File: src/hw/rtl/bls_pkg.sv
// shared types and constants of the bresenham line stepper
`default_nettype none

package bls_pkg;

   localparam int COORD_W         = 13;
   localparam int ERR_W           = 15;
   localparam int CFG_W           = 12;
   localparam int COLOR_W         = 32;
   localparam int PX_W            = 11;
   localparam int PY_W            = 12;
   localparam int CSR_ADDR_W      = 1;
   localparam int REQ_DATA_W      = 88;
   localparam int RSP_DATA_W      = 56;
   localparam int DEFAULT_MAX_DIM = 2048;

   // remainder pipeline: one input stage plus one stage per dividend bit
   localparam int WRAP_LAT        = COORD_W + 1;

   localparam logic [CFG_W-1:0] RESET_WIDTH  = 12'd640;
   localparam logic [CFG_W-1:0] RESET_HEIGHT = 12'd480;

   typedef enum logic [CSR_ADDR_W-1:0] {
      CSR_SCREEN_WIDTH  = 1'b0,
      CSR_SCREEN_HEIGHT = 1'b1
   } csr_index_type;

   typedef enum logic {
      OP_START = 1'b0,
      OP_STEP  = 1'b1
   } op_type;

   typedef struct packed {
      logic               pixel_valid;
      logic               last_pixel;
      logic [COLOR_W-1:0] color;
   } pix_side_type;

endpackage

`default_nettype wire

File: src/hw/rtl/bresenham_line_stepper.sv
// Bresenham line stepper: a start word loads both endpoints and a color and yields the first
// pixel, each step word yields the next pixel, and the end point comes out with tlast set.
// x and y wrap modulo the screen width and height as they stand when the word is accepted
// (a size of zero counts as one, a size above MAX_DIM as MAX_DIM), and the reported y is
// the height minus the wrapped y. One word is accepted per clock and one result word leaves
// per clock while the output is not stalled; each pixel passes through the 14-stage
// remainder pipeline that wraps the coordinates and then the output register. A step after
// the line has ended returns a word with tuser low and all other fields zero.
`default_nettype none

module bresenham_line_stepper
   import bls_pkg::*;
#(
   parameter int MAX_DIM = DEFAULT_MAX_DIM
) (
   input  wire logic                    clock,
   input  wire logic                    reset,
   input  wire logic                    csr_we,
   input  wire logic [CSR_ADDR_W-1:0]   csr_addr,
   input  wire logic [CFG_W-1:0]        csr_wdata,
   input  wire logic                    req_tvalid,
   output      logic                    req_tready,
   // start_x, end_x, start_y, end_y, pixel_color, zero pad
   input  wire logic [REQ_DATA_W-1:0]   req_tdata,
   // op
   input  wire logic                    req_tuser,
   output      logic                    rsp_tvalid,
   input  wire logic                    rsp_tready,
   // pixel_x, pixel_y, drawn, color_out
   output      logic [RSP_DATA_W-1:0]   rsp_tdata,
   // pixel_valid
   output      logic                    rsp_tuser,
   output      logic                    rsp_tlast
);

   localparam int DIM_W = $clog2(MAX_DIM + 1);

   logic        [CFG_W-1:0]   screen_width_ff, screen_width_in;
   logic        [CFG_W-1:0]   screen_height_ff, screen_height_in;
   logic        [DIM_W-1:0]   width_eff, height_eff;

   logic signed [COORD_W-1:0] cur_x_ff, cur_x_in, cur_y_ff, cur_y_in;
   logic signed [COORD_W-1:0] tgt_x_ff, tgt_x_in, tgt_y_ff, tgt_y_in;
   logic        [COORD_W-1:0] adx_ff, adx_in;
   logic signed [COORD_W:0]   ndy_ff, ndy_in;
   logic                      dir_x_neg_ff, dir_x_neg_in, dir_y_neg_ff, dir_y_neg_in;
   logic signed [ERR_W-1:0]   err_ff, err_in;
   logic        [COLOR_W-1:0] color_ff, color_in;
   logic                      active_ff, active_in;

   logic                      adv, accept;
   op_type                    op;
   logic signed [COORD_W-1:0] start_x, end_x, start_y, end_y;
   logic        [COLOR_W-1:0] pixel_color;
   logic                      emit_pix, emit_last;

   logic                      stg_valid_ff [WRAP_LAT];
   pix_side_type              side_ff [WRAP_LAT];
   pix_side_type              side_in;
   logic        [DIM_W-1:0]   hgt_ff [WRAP_LAT];

   logic        [DIM_W-1:0]   rem_x, rem_y;

   logic                      rsp_valid_ff, rsp_valid_in;
   logic                      rsp_pv_ff, rsp_pv_in, rsp_last_ff, rsp_last_in;
   logic                      rsp_drawn_ff, rsp_drawn_in;
   logic        [PX_W-1:0]    rsp_x_ff, rsp_x_in;
   logic        [PY_W-1:0]    rsp_y_ff, rsp_y_in;
   logic        [COLOR_W-1:0] rsp_color_ff, rsp_color_in;

   // register writes
   always_comb begin
      screen_width_in  = screen_width_ff;
      screen_height_in = screen_height_ff;
      if (csr_we) begin
         case (csr_index_type'(csr_addr))
            CSR_SCREEN_WIDTH:  screen_width_in  = csr_wdata;
            CSR_SCREEN_HEIGHT: screen_height_in = csr_wdata;
            default: ;
         endcase
      end
   end

   always_comb begin
      if (int'(screen_width_ff) == 0) begin
         width_eff = DIM_W'(1);
      end else if (int'(screen_width_ff) > MAX_DIM) begin
         width_eff = DIM_W'(MAX_DIM);
      end else begin
         width_eff = DIM_W'(screen_width_ff);
      end
      if (int'(screen_height_ff) == 0) begin
         height_eff = DIM_W'(1);
      end else if (int'(screen_height_ff) > MAX_DIM) begin
         height_eff = DIM_W'(MAX_DIM);
      end else begin
         height_eff = DIM_W'(screen_height_ff);
      end
   end

   // whole pipe moves together; it stops only while a result waits
   assign adv        = !rsp_valid_ff || rsp_tready;
   assign req_tready = adv;
   assign accept     = req_tvalid && adv;

   assign op          = op_type'(req_tuser);
   assign start_x     = signed'(req_tdata[12:0]);
   assign end_x       = signed'(req_tdata[25:13]);
   assign start_y     = signed'(req_tdata[38:26]);
   assign end_y       = signed'(req_tdata[51:39]);
   assign pixel_color = req_tdata[83:52];

   // line setup and one bresenham step
   always_comb begin
      logic signed [COORD_W:0] dx, dy;
      logic signed [ERR_W:0]   e2;
      logic signed [ERR_W-1:0] adx_ext, ndy_ext;
      logic                    step_x, step_y;

      cur_x_in     = cur_x_ff;
      cur_y_in     = cur_y_ff;
      tgt_x_in     = tgt_x_ff;
      tgt_y_in     = tgt_y_ff;
      adx_in       = adx_ff;
      ndy_in       = ndy_ff;
      dir_x_neg_in = dir_x_neg_ff;
      dir_y_neg_in = dir_y_neg_ff;
      err_in       = err_ff;
      color_in     = color_ff;
      emit_pix     = 1'b0;

      dx      = (COORD_W + 1)'(end_x) - (COORD_W + 1)'(start_x);
      dy      = (COORD_W + 1)'(end_y) - (COORD_W + 1)'(start_y);
      e2      = {err_ff, 1'b0};
      adx_ext = signed'({2'b00, adx_ff});
      ndy_ext = ERR_W'(ndy_ff);
      step_x  = (e2 >= (ERR_W + 1)'(ndy_ff));
      step_y  = (e2 <= (ERR_W + 1)'(adx_ext));

      if (accept) begin
         case (op)
            OP_START: begin
               cur_x_in     = start_x;
               cur_y_in     = start_y;
               tgt_x_in     = end_x;
               tgt_y_in     = end_y;
               adx_in       = dx[COORD_W] ? COORD_W'(-dx) : COORD_W'(dx);
               ndy_in       = dy[COORD_W] ? dy : -dy;
               dir_x_neg_in = !(start_x < end_x);
               dir_y_neg_in = !(start_y < end_y);
               err_in       = signed'({2'b00, adx_in}) + ERR_W'(ndy_in);
               color_in     = pixel_color;
               emit_pix     = 1'b1;
            end
            OP_STEP: begin
               if (active_ff) begin
                  if (step_x) begin
                     cur_x_in = dir_x_neg_ff ? cur_x_ff - 13'sd1 : cur_x_ff + 13'sd1;
                  end
                  if (step_y) begin
                     cur_y_in = dir_y_neg_ff ? cur_y_ff - 13'sd1 : cur_y_ff + 13'sd1;
                  end
                  err_in   = err_ff + (step_x ? ndy_ext : '0) + (step_y ? adx_ext : '0);
                  emit_pix = 1'b1;
               end
            end
            default: ;
         endcase
      end

      emit_last = (cur_x_in == tgt_x_in) && (cur_y_in == tgt_y_in);
      active_in = emit_pix ? !emit_last : active_ff;

      side_in.pixel_valid = emit_pix;
      side_in.last_pixel  = emit_pix && emit_last;
      side_in.color       = color_in;
   end

   bls_wrap #(
      .DIM_W (DIM_W)
   ) u_wrap_x (
      .clock    (clock),
      .en       (adv),
      .value_in (cur_x_in),
      .mod_in   (width_eff),
      .rem_out  (rem_x)
   );

   bls_wrap #(
      .DIM_W (DIM_W)
   ) u_wrap_y (
      .clock    (clock),
      .en       (adv),
      .value_in (cur_y_in),
      .mod_in   (height_eff),
      .rem_out  (rem_y)
   );

   // flip and final result; a word without a pixel is all zeros
   always_comb begin
      logic [DIM_W-1:0] flip_y;
      pix_side_type     side_out;

      side_out     = side_ff[WRAP_LAT-1];
      flip_y       = hgt_ff[WRAP_LAT-1] - rem_y;
      rsp_valid_in = rsp_valid_ff;
      rsp_pv_in    = rsp_pv_ff;
      rsp_last_in  = rsp_last_ff;
      rsp_drawn_in = rsp_drawn_ff;
      rsp_x_in     = rsp_x_ff;
      rsp_y_in     = rsp_y_ff;
      rsp_color_in = rsp_color_ff;
      if (adv) begin
         rsp_valid_in = stg_valid_ff[WRAP_LAT-1];
         rsp_pv_in    = side_out.pixel_valid;
         rsp_last_in  = side_out.last_pixel;
         if (side_out.pixel_valid) begin
            rsp_drawn_in = (rem_y != '0);
            rsp_x_in     = PX_W'(rem_x);
            rsp_y_in     = PY_W'(flip_y);
            rsp_color_in = side_out.color;
         end else begin
            rsp_drawn_in = 1'b0;
            rsp_x_in     = '0;
            rsp_y_in     = '0;
            rsp_color_in = '0;
         end
      end
   end

   always_ff @(posedge clock) begin
      if (reset) begin
         screen_width_ff  <= RESET_WIDTH;
         screen_height_ff <= RESET_HEIGHT;
         cur_x_ff         <= '0;
         cur_y_ff         <= '0;
         tgt_x_ff         <= '0;
         tgt_y_ff         <= '0;
         adx_ff           <= '0;
         ndy_ff           <= '0;
         dir_x_neg_ff     <= 1'b0;
         dir_y_neg_ff     <= 1'b0;
         err_ff           <= '0;
         color_ff         <= '0;
         active_ff        <= 1'b0;
         rsp_valid_ff     <= 1'b0;
         for (int k = 0; k < WRAP_LAT; k++) begin
            stg_valid_ff[k] <= 1'b0;
         end
      end else begin
         screen_width_ff  <= screen_width_in;
         screen_height_ff <= screen_height_in;
         cur_x_ff         <= cur_x_in;
         cur_y_ff         <= cur_y_in;
         tgt_x_ff         <= tgt_x_in;
         tgt_y_ff         <= tgt_y_in;
         adx_ff           <= adx_in;
         ndy_ff           <= ndy_in;
         dir_x_neg_ff     <= dir_x_neg_in;
         dir_y_neg_ff     <= dir_y_neg_in;
         err_ff           <= err_in;
         color_ff         <= color_in;
         active_ff        <= active_in;
         rsp_valid_ff     <= rsp_valid_in;
         if (adv) begin
            stg_valid_ff[0] <= accept;
            for (int k = 1; k < WRAP_LAT; k++) begin
               stg_valid_ff[k] <= stg_valid_ff[k-1];
            end
         end
      end
   end

   always_ff @(posedge clock) begin
      if (adv) begin
         side_ff[0] <= side_in;
         hgt_ff[0]  <= height_eff;
         for (int k = 1; k < WRAP_LAT; k++) begin
            side_ff[k] <= side_ff[k-1];
            hgt_ff[k]  <= hgt_ff[k-1];
         end
      end
      rsp_pv_ff    <= rsp_pv_in;
      rsp_last_ff  <= rsp_last_in;
      rsp_drawn_ff <= rsp_drawn_in;
      rsp_x_ff     <= rsp_x_in;
      rsp_y_ff     <= rsp_y_in;
      rsp_color_ff <= rsp_color_in;
   end

   assign rsp_tvalid = rsp_valid_ff;
   assign rsp_tuser  = rsp_pv_ff;
   assign rsp_tlast  = rsp_last_ff;
   assign rsp_tdata  = {rsp_color_ff, rsp_drawn_ff, rsp_y_ff, rsp_x_ff};

endmodule

`default_nettype wire

File: src/hw/rtl/bls_wrap.sv
// pipelined true-modulo of a signed coordinate by a screen size
`default_nettype none

module bls_wrap
   import bls_pkg::*;
#(
   parameter int DIM_W = 12
) (
   input  wire logic                      clock,
   input  wire logic                      en,
   input  wire logic signed [COORD_W-1:0] value_in,
   input  wire logic        [DIM_W-1:0]   mod_in,
   output      logic        [DIM_W-1:0]   rem_out
);

   logic        [COORD_W-1:0] mag_ff [WRAP_LAT];
   logic                      neg_ff [WRAP_LAT];
   logic        [DIM_W-1:0]   mod_ff [WRAP_LAT];
   logic        [DIM_W-1:0]   rem_ff [WRAP_LAT];
   logic        [DIM_W-1:0]   rem_in [WRAP_LAT];
   logic        [COORD_W-1:0] mag_in;
   logic signed [COORD_W:0]   value_wide;

   always_comb begin
      value_wide = (COORD_W + 1)'(value_in);
      mag_in     = value_in[COORD_W-1] ? COORD_W'(-value_wide) : COORD_W'(value_wide);
   end

   // restoring remainder, one dividend bit per stage, msb first
   always_comb begin
      logic [DIM_W:0] trial;
      rem_in[0] = '0;
      for (int k = 1; k < WRAP_LAT; k++) begin
         trial = {rem_ff[k-1], mag_ff[k-1][COORD_W-k]};
         if (trial >= {1'b0, mod_ff[k-1]}) begin
            rem_in[k] = DIM_W'(trial - {1'b0, mod_ff[k-1]});
         end else begin
            rem_in[k] = DIM_W'(trial);
         end
      end
   end

   always_ff @(posedge clock) begin
      if (en) begin
         mag_ff[0] <= mag_in;
         neg_ff[0] <= value_in[COORD_W-1];
         mod_ff[0] <= mod_in;
         rem_ff[0] <= rem_in[0];
         for (int k = 1; k < WRAP_LAT; k++) begin
            mag_ff[k] <= mag_ff[k-1];
            neg_ff[k] <= neg_ff[k-1];
            mod_ff[k] <= mod_ff[k-1];
            rem_ff[k] <= rem_in[k];
         end
      end
   end

   // negative value with nonzero remainder folds back into range
   always_comb begin
      if (neg_ff[WRAP_LAT-1] && (rem_ff[WRAP_LAT-1] != '0)) begin
         rem_out = mod_ff[WRAP_LAT-1] - rem_ff[WRAP_LAT-1];
      end else begin
         rem_out = rem_ff[WRAP_LAT-1];
      end
   end

endmodule

`default_nettype wire

File: config.mk
export PLATFORM = sky130hd
export DESIGN_NAME = bresenham_line_stepper
export DESIGN_NICKNAME = d
export VERILOG_FILES = /design/src/hw/rtl/bls_pkg.sv /design/src/hw/rtl/bresenham_line_stepper.sv /design/src/hw/rtl/bls_wrap.sv
export SDC_FILE = /design/constraint.sdc
export NUM_CORES = 2
export LEC_CHECK = 0
export ABC_AREA = 1
export BUFFER_PORTS_ARGS = -buffer_cell sky130_fd_sc_hd__clkbuf_2
export CORE_AREA = 2 2 497 252
export DETAILED_ROUTE_END_ITERATION = 6
export DIE_AREA = 0 0 499 254
export PLACE_DENSITY = 0.77
export SYNTH_ARGS = -nofsm -noshare
export SYNTH_HDL_FRONTEND = slang
export SYNTH_SLANG_ARGS = --single-unit
export TNS_END_PERCENT = 5
File: constraint.sdc
create_clock -name clock -period 42.7 [get_ports clock]
set_input_delay 8.54 -clock clock [delete_from_list [all_inputs] [get_ports clock]]
set_output_delay 8.54 -clock clock [all_outputs]
set_load 0.05 [all_outputs]
==> summary.md <==
| Metric | Value |
|---|---|
| Outcome | finished, violations left |
| Failing checks | max-capacitance violations |
| Initial DRC Count | 5317 |
| CP max-delay cell | inv_8 |
| Most used cell along the critical path | clkbuf_2 |
| Pwr Total | 5170 uW |
| Gr usage total | between 20% and 30% |
| Max frequency | 54.6 MHz |
| Worst-path clk slew | 0.07 ns |
| Yosys warns | 0 |
| Worst VDD drop | 30.9 uV |
| Worst-Skew Late Latency | 0.76 ns |
| Hold Crit Start | u_wrap_y.neg_ff[1][1] |
| Initial antenna violation count | 11 |
| Crit-path max FO | about 130 |
| Leakage | approximately 0.035 uW |
| # port buffers | 162 |
| Initial Util | between 50 and 60% |
| Max Cap Viol | 1 |
| CP Launch Type | primary input |
| # hold bufs at CTS | 0 |
| Worst path cell trace | clkbuf_2 > nor2_1 > inv_8 > clkbuf_2 |
| I/O pins | between 150 and 200 |
| Register bit total from synthesis | roughly 1600 |
| Distinct cell type count after synthesis | 63 |
| Hold WC Path Type | register to register |
| RR Startpoint | ndy_ff[13] |
| Endpoint, Worst Hold | u_wrap_y.neg_ff[1][2] |
| Max-slew headroom at the worst pin | 0.731% |
| Reg2reg end | err_ff[12] |
| WL/cell | approximately 18 um |
| WP buf/inv | 3 |
| RSZ-0062 raised after global routing | no |
| Synthesized Nets | 7118 |
| Remaining Overflow, GRT | 0 |
| Hold depth | 0 |
| Setup Crit Path Kind | primary input to output port |
| Final TNS setup | 0 ns |
| CTS Sinks | around 1600 |
| Post-synthesis sequential area ratio | 61.9% |
| Number of setup violations in the final report | 0 |
| First-pass detailed-route iteration total | 7 |
| Gp weighted congestion | 0.936 |
| Slew @ Worst Pin | 1.47 ns |
| Final worst-path cycle share | 42.9% |
| Critical Path End Type | output port |
| First-pass GRT wire length | 240000 um |
| Post-Syn Area | between 70000 and 80000 um2 |
| Crit path required time | about 34 ns |
| Cell count of the worst reg-to-reg path | 25 |
| CTS Buffer Depth | 3 |
| Crit path max-delay family | buffers and inverters |
| DIE WIDTH | 499 um |
| CTS tree | built |
| Worst EP arrival | 9.77 ns |
| Die height | 254 um |
| TritonCTS Buffers | 136 |
| # DRC | 0 |
| Worst Clk Skew | around 0.024 ns |
| Post-CTS resize count | 0 |
| Pin count of the biggest net entering global routing | 197 |
| Fraction of layout cells with a size suffix above 1 | under 10% |
| Vias | 46969 |
| Core area | roughly 120000 um2 |
| Final hold violations | 0 |
| Final wirelength | 152000 um |
| Root buf cell | clkbuf_16 |
| Area growth from synthesis to layout | 9.21% |
| Pwr per Cell Area | 64.7 nW/um2 |
| Vias per cell | 5.55 |
| Final #Nets | around 7300 |
| Cells after synthesis | 6534 |
| Rows | 91 |
| Minimum clock period | 18.31 ns |
| Max-slew violation count | 0 |
| Vias in the first global route | ~44000 |
| Die area | 127000 um2 |
| Post-CTS Setup Inserts | 0 |
| Flop-to-flop setup slack | 37.59 ns |
| DP HPWL | around 110000 um |
| DRT antenna net count | 0 |
| Syn_area_per_cell | 11.2 um2 |
| H-Tree Level Count | 4 |
| Critical path's largest stage delay | roughly 0.5 ns |
==> cell families (layout without fill, tap and decap cells) <==
family,count (synthesis),after routing,share of synthesized area (%)
fa+ha+maj,477,477,8.63
xor+xnor,310,310,3.72
simple gates,2081,2081,12.3
flops,1559,1559,61.9
other cells,0,8,0
mux,6,6,0.0838
buf+inv,1090,1378,5.81
compound gates,1011,1011,7.60
==> worst max path at each step <==
stage / start / to / slack [ns] / depth (start not counted)
finish: rsp_tready / req_tready / 24.39 / 4
global route: rsp_tready / req_tready / 24.29 / 4
CTS: rsp_tready / req_tready / 24.32 / 4
detailed placement: rsp_tready / req_tready / 24.32 / 4
global placement: rsp_tready / req_tready / 24.35 / 4
floorplan: rsp_tready / req_tready / 10.66 / 2
==> where the power goes <==
| part | internal (uW) | switching (uW) |
|---|---|---|
| logic | 632 | 1100 |
| registers | 2080 | 151 |
| clock network | 656 | 558 |
| total | 3360 | 1810 |
==> cell usage in the layout, fill, tap and decap left out, drive strengths merged, types with 3 or more instances in the layout <==
master,instances
edfxtp,1405
nand2,1103
inv,956
a21oi,517
ha,431
nor2,418
nand3,369
clkbuf,335
o21ai,304
xor2,197
dfxtp,154
xnor2,113
clkinv,56
or2,47
fa,46
o21bai,44
nand4,44
nor3,44
a211oi,37
o211ai,33
a31oi,27
nor4,21
buf,21
o22ai,19
nand3b,15
nor4b,13
a21o,9
diode,8
bufinv,6
mux2i,5
clkinvlp,4
o2111ai,3
and2,3
a22oi,3
==> cells in the mapped netlist (all sizes together) <==
master	count	share of area, %
a21boi	2	0.021
xor2	197	2.4
and2	3	0.026
o211ai	33	0.35
or2	47	0.40
clkbuf	48	0.25
o311ai	1	0.022
buf	93	0.69
nor3	44	0.31
a211oi	37	0.38
o21a	2	0.021
o221ai	2	0.024
nor2	418	2.2
dfxtp	154	4.2
mux2i	5	0.068
o2111ai	3	0.036
a211o	1	0.012
nor4b	13	0.16
a2111oi	2	0.024
a221oi	2	0.024
nand2	1103	5.8
fa	46	1.3
a21o	9	0.092
o22ai	19	0.16
o31ai	2	0.021
o31a	1	0.012
or3	2	0.017
clkinv	3	0.015
o21ai	304	2.1
nor4	21	0.19
and3	1	0.0086
xnor2	113	1.4
nor3b	1	0.010
nand3	369	2.6
a31oi	27	0.23
a22oi	3	0.038
nand3b	15	0.15
a21oi	517	3.5
nand4	44	0.38
mux2	1	0.015
edfxtp	1405	58
o21bai	44	0.45
inv	946	4.9
ha	431	7.4
==> metrics by stage <==
| step | worst slack (ns) | hold slack (ns) | util [%] | instances | area [um2] |
|---|---|---|---|---|---|
| floorplan | 10.66 | 0.400 | - | 6534 | 73200 |
| global placement | 24.35 | 0.400 | 61.7 | 8202 | 75500 |
| detailed placement | 24.32 | 0.405 | 61.7 | 8202 | 75500 |
| CTS | 24.32 | 0.408 | 65.3 | 8449 | 79900 |
| global route | 24.29 | 0.409 | 65.3 | 8457 | 79900 |
| finish | 24.39 | 0.411 | 65.3 | 8457 | 79900 |
==> flip-flops by register name, indices dropped and copies added, names as in the netlist, 11 cells and up <==
name / cells
side_ff: 476
u_wrap_x.mod_ff: 167
hgt_ff: 166
u_wrap_x.rem_ff: 156
u_wrap_y.rem_ff: 156
u_wrap_x.mag_ff: 91
u_wrap_y.mag_ff: 91
color_ff: 32
rsp_color_ff: 32
err_ff: 15
ndy_ff: 14
stg_valid_ff: 14
u_wrap_x.neg_ff: 14
u_wrap_y.neg_ff: 14
adx_ff: 13
cur_x_ff: 13
cur_y_ff: 13
tgt_x_ff: 13
tgt_y_ff: 13
rsp_y_ff: 12
screen_height_ff: 12
screen_width_ff: 12
rsp_x_ff: 11
==> routing by layer <==
metal  global-route usage [%]  vias up  part of all wire (%)
li1                         -    22789                     -
met1                     38.9    22212                    49
met2                     32.6     1799                    40
met3                     5.46      167                   9.1
met4                     5.64        2                   1.5
met5                        0        -                0.0085
==> cell type report <==
type                    count  area [um2]
flip-flops and latches   1559       45300
fillers                  8868       42500
multi-input cells        3885       23600
clock buffers             174        3680
inverters                 949        3570
well taps                1627        2040
repair buffers            182        1010
clock inverters            73         661
diodes                      8        20.0
No activity file was read; power rests on OpenSTA's default activity.
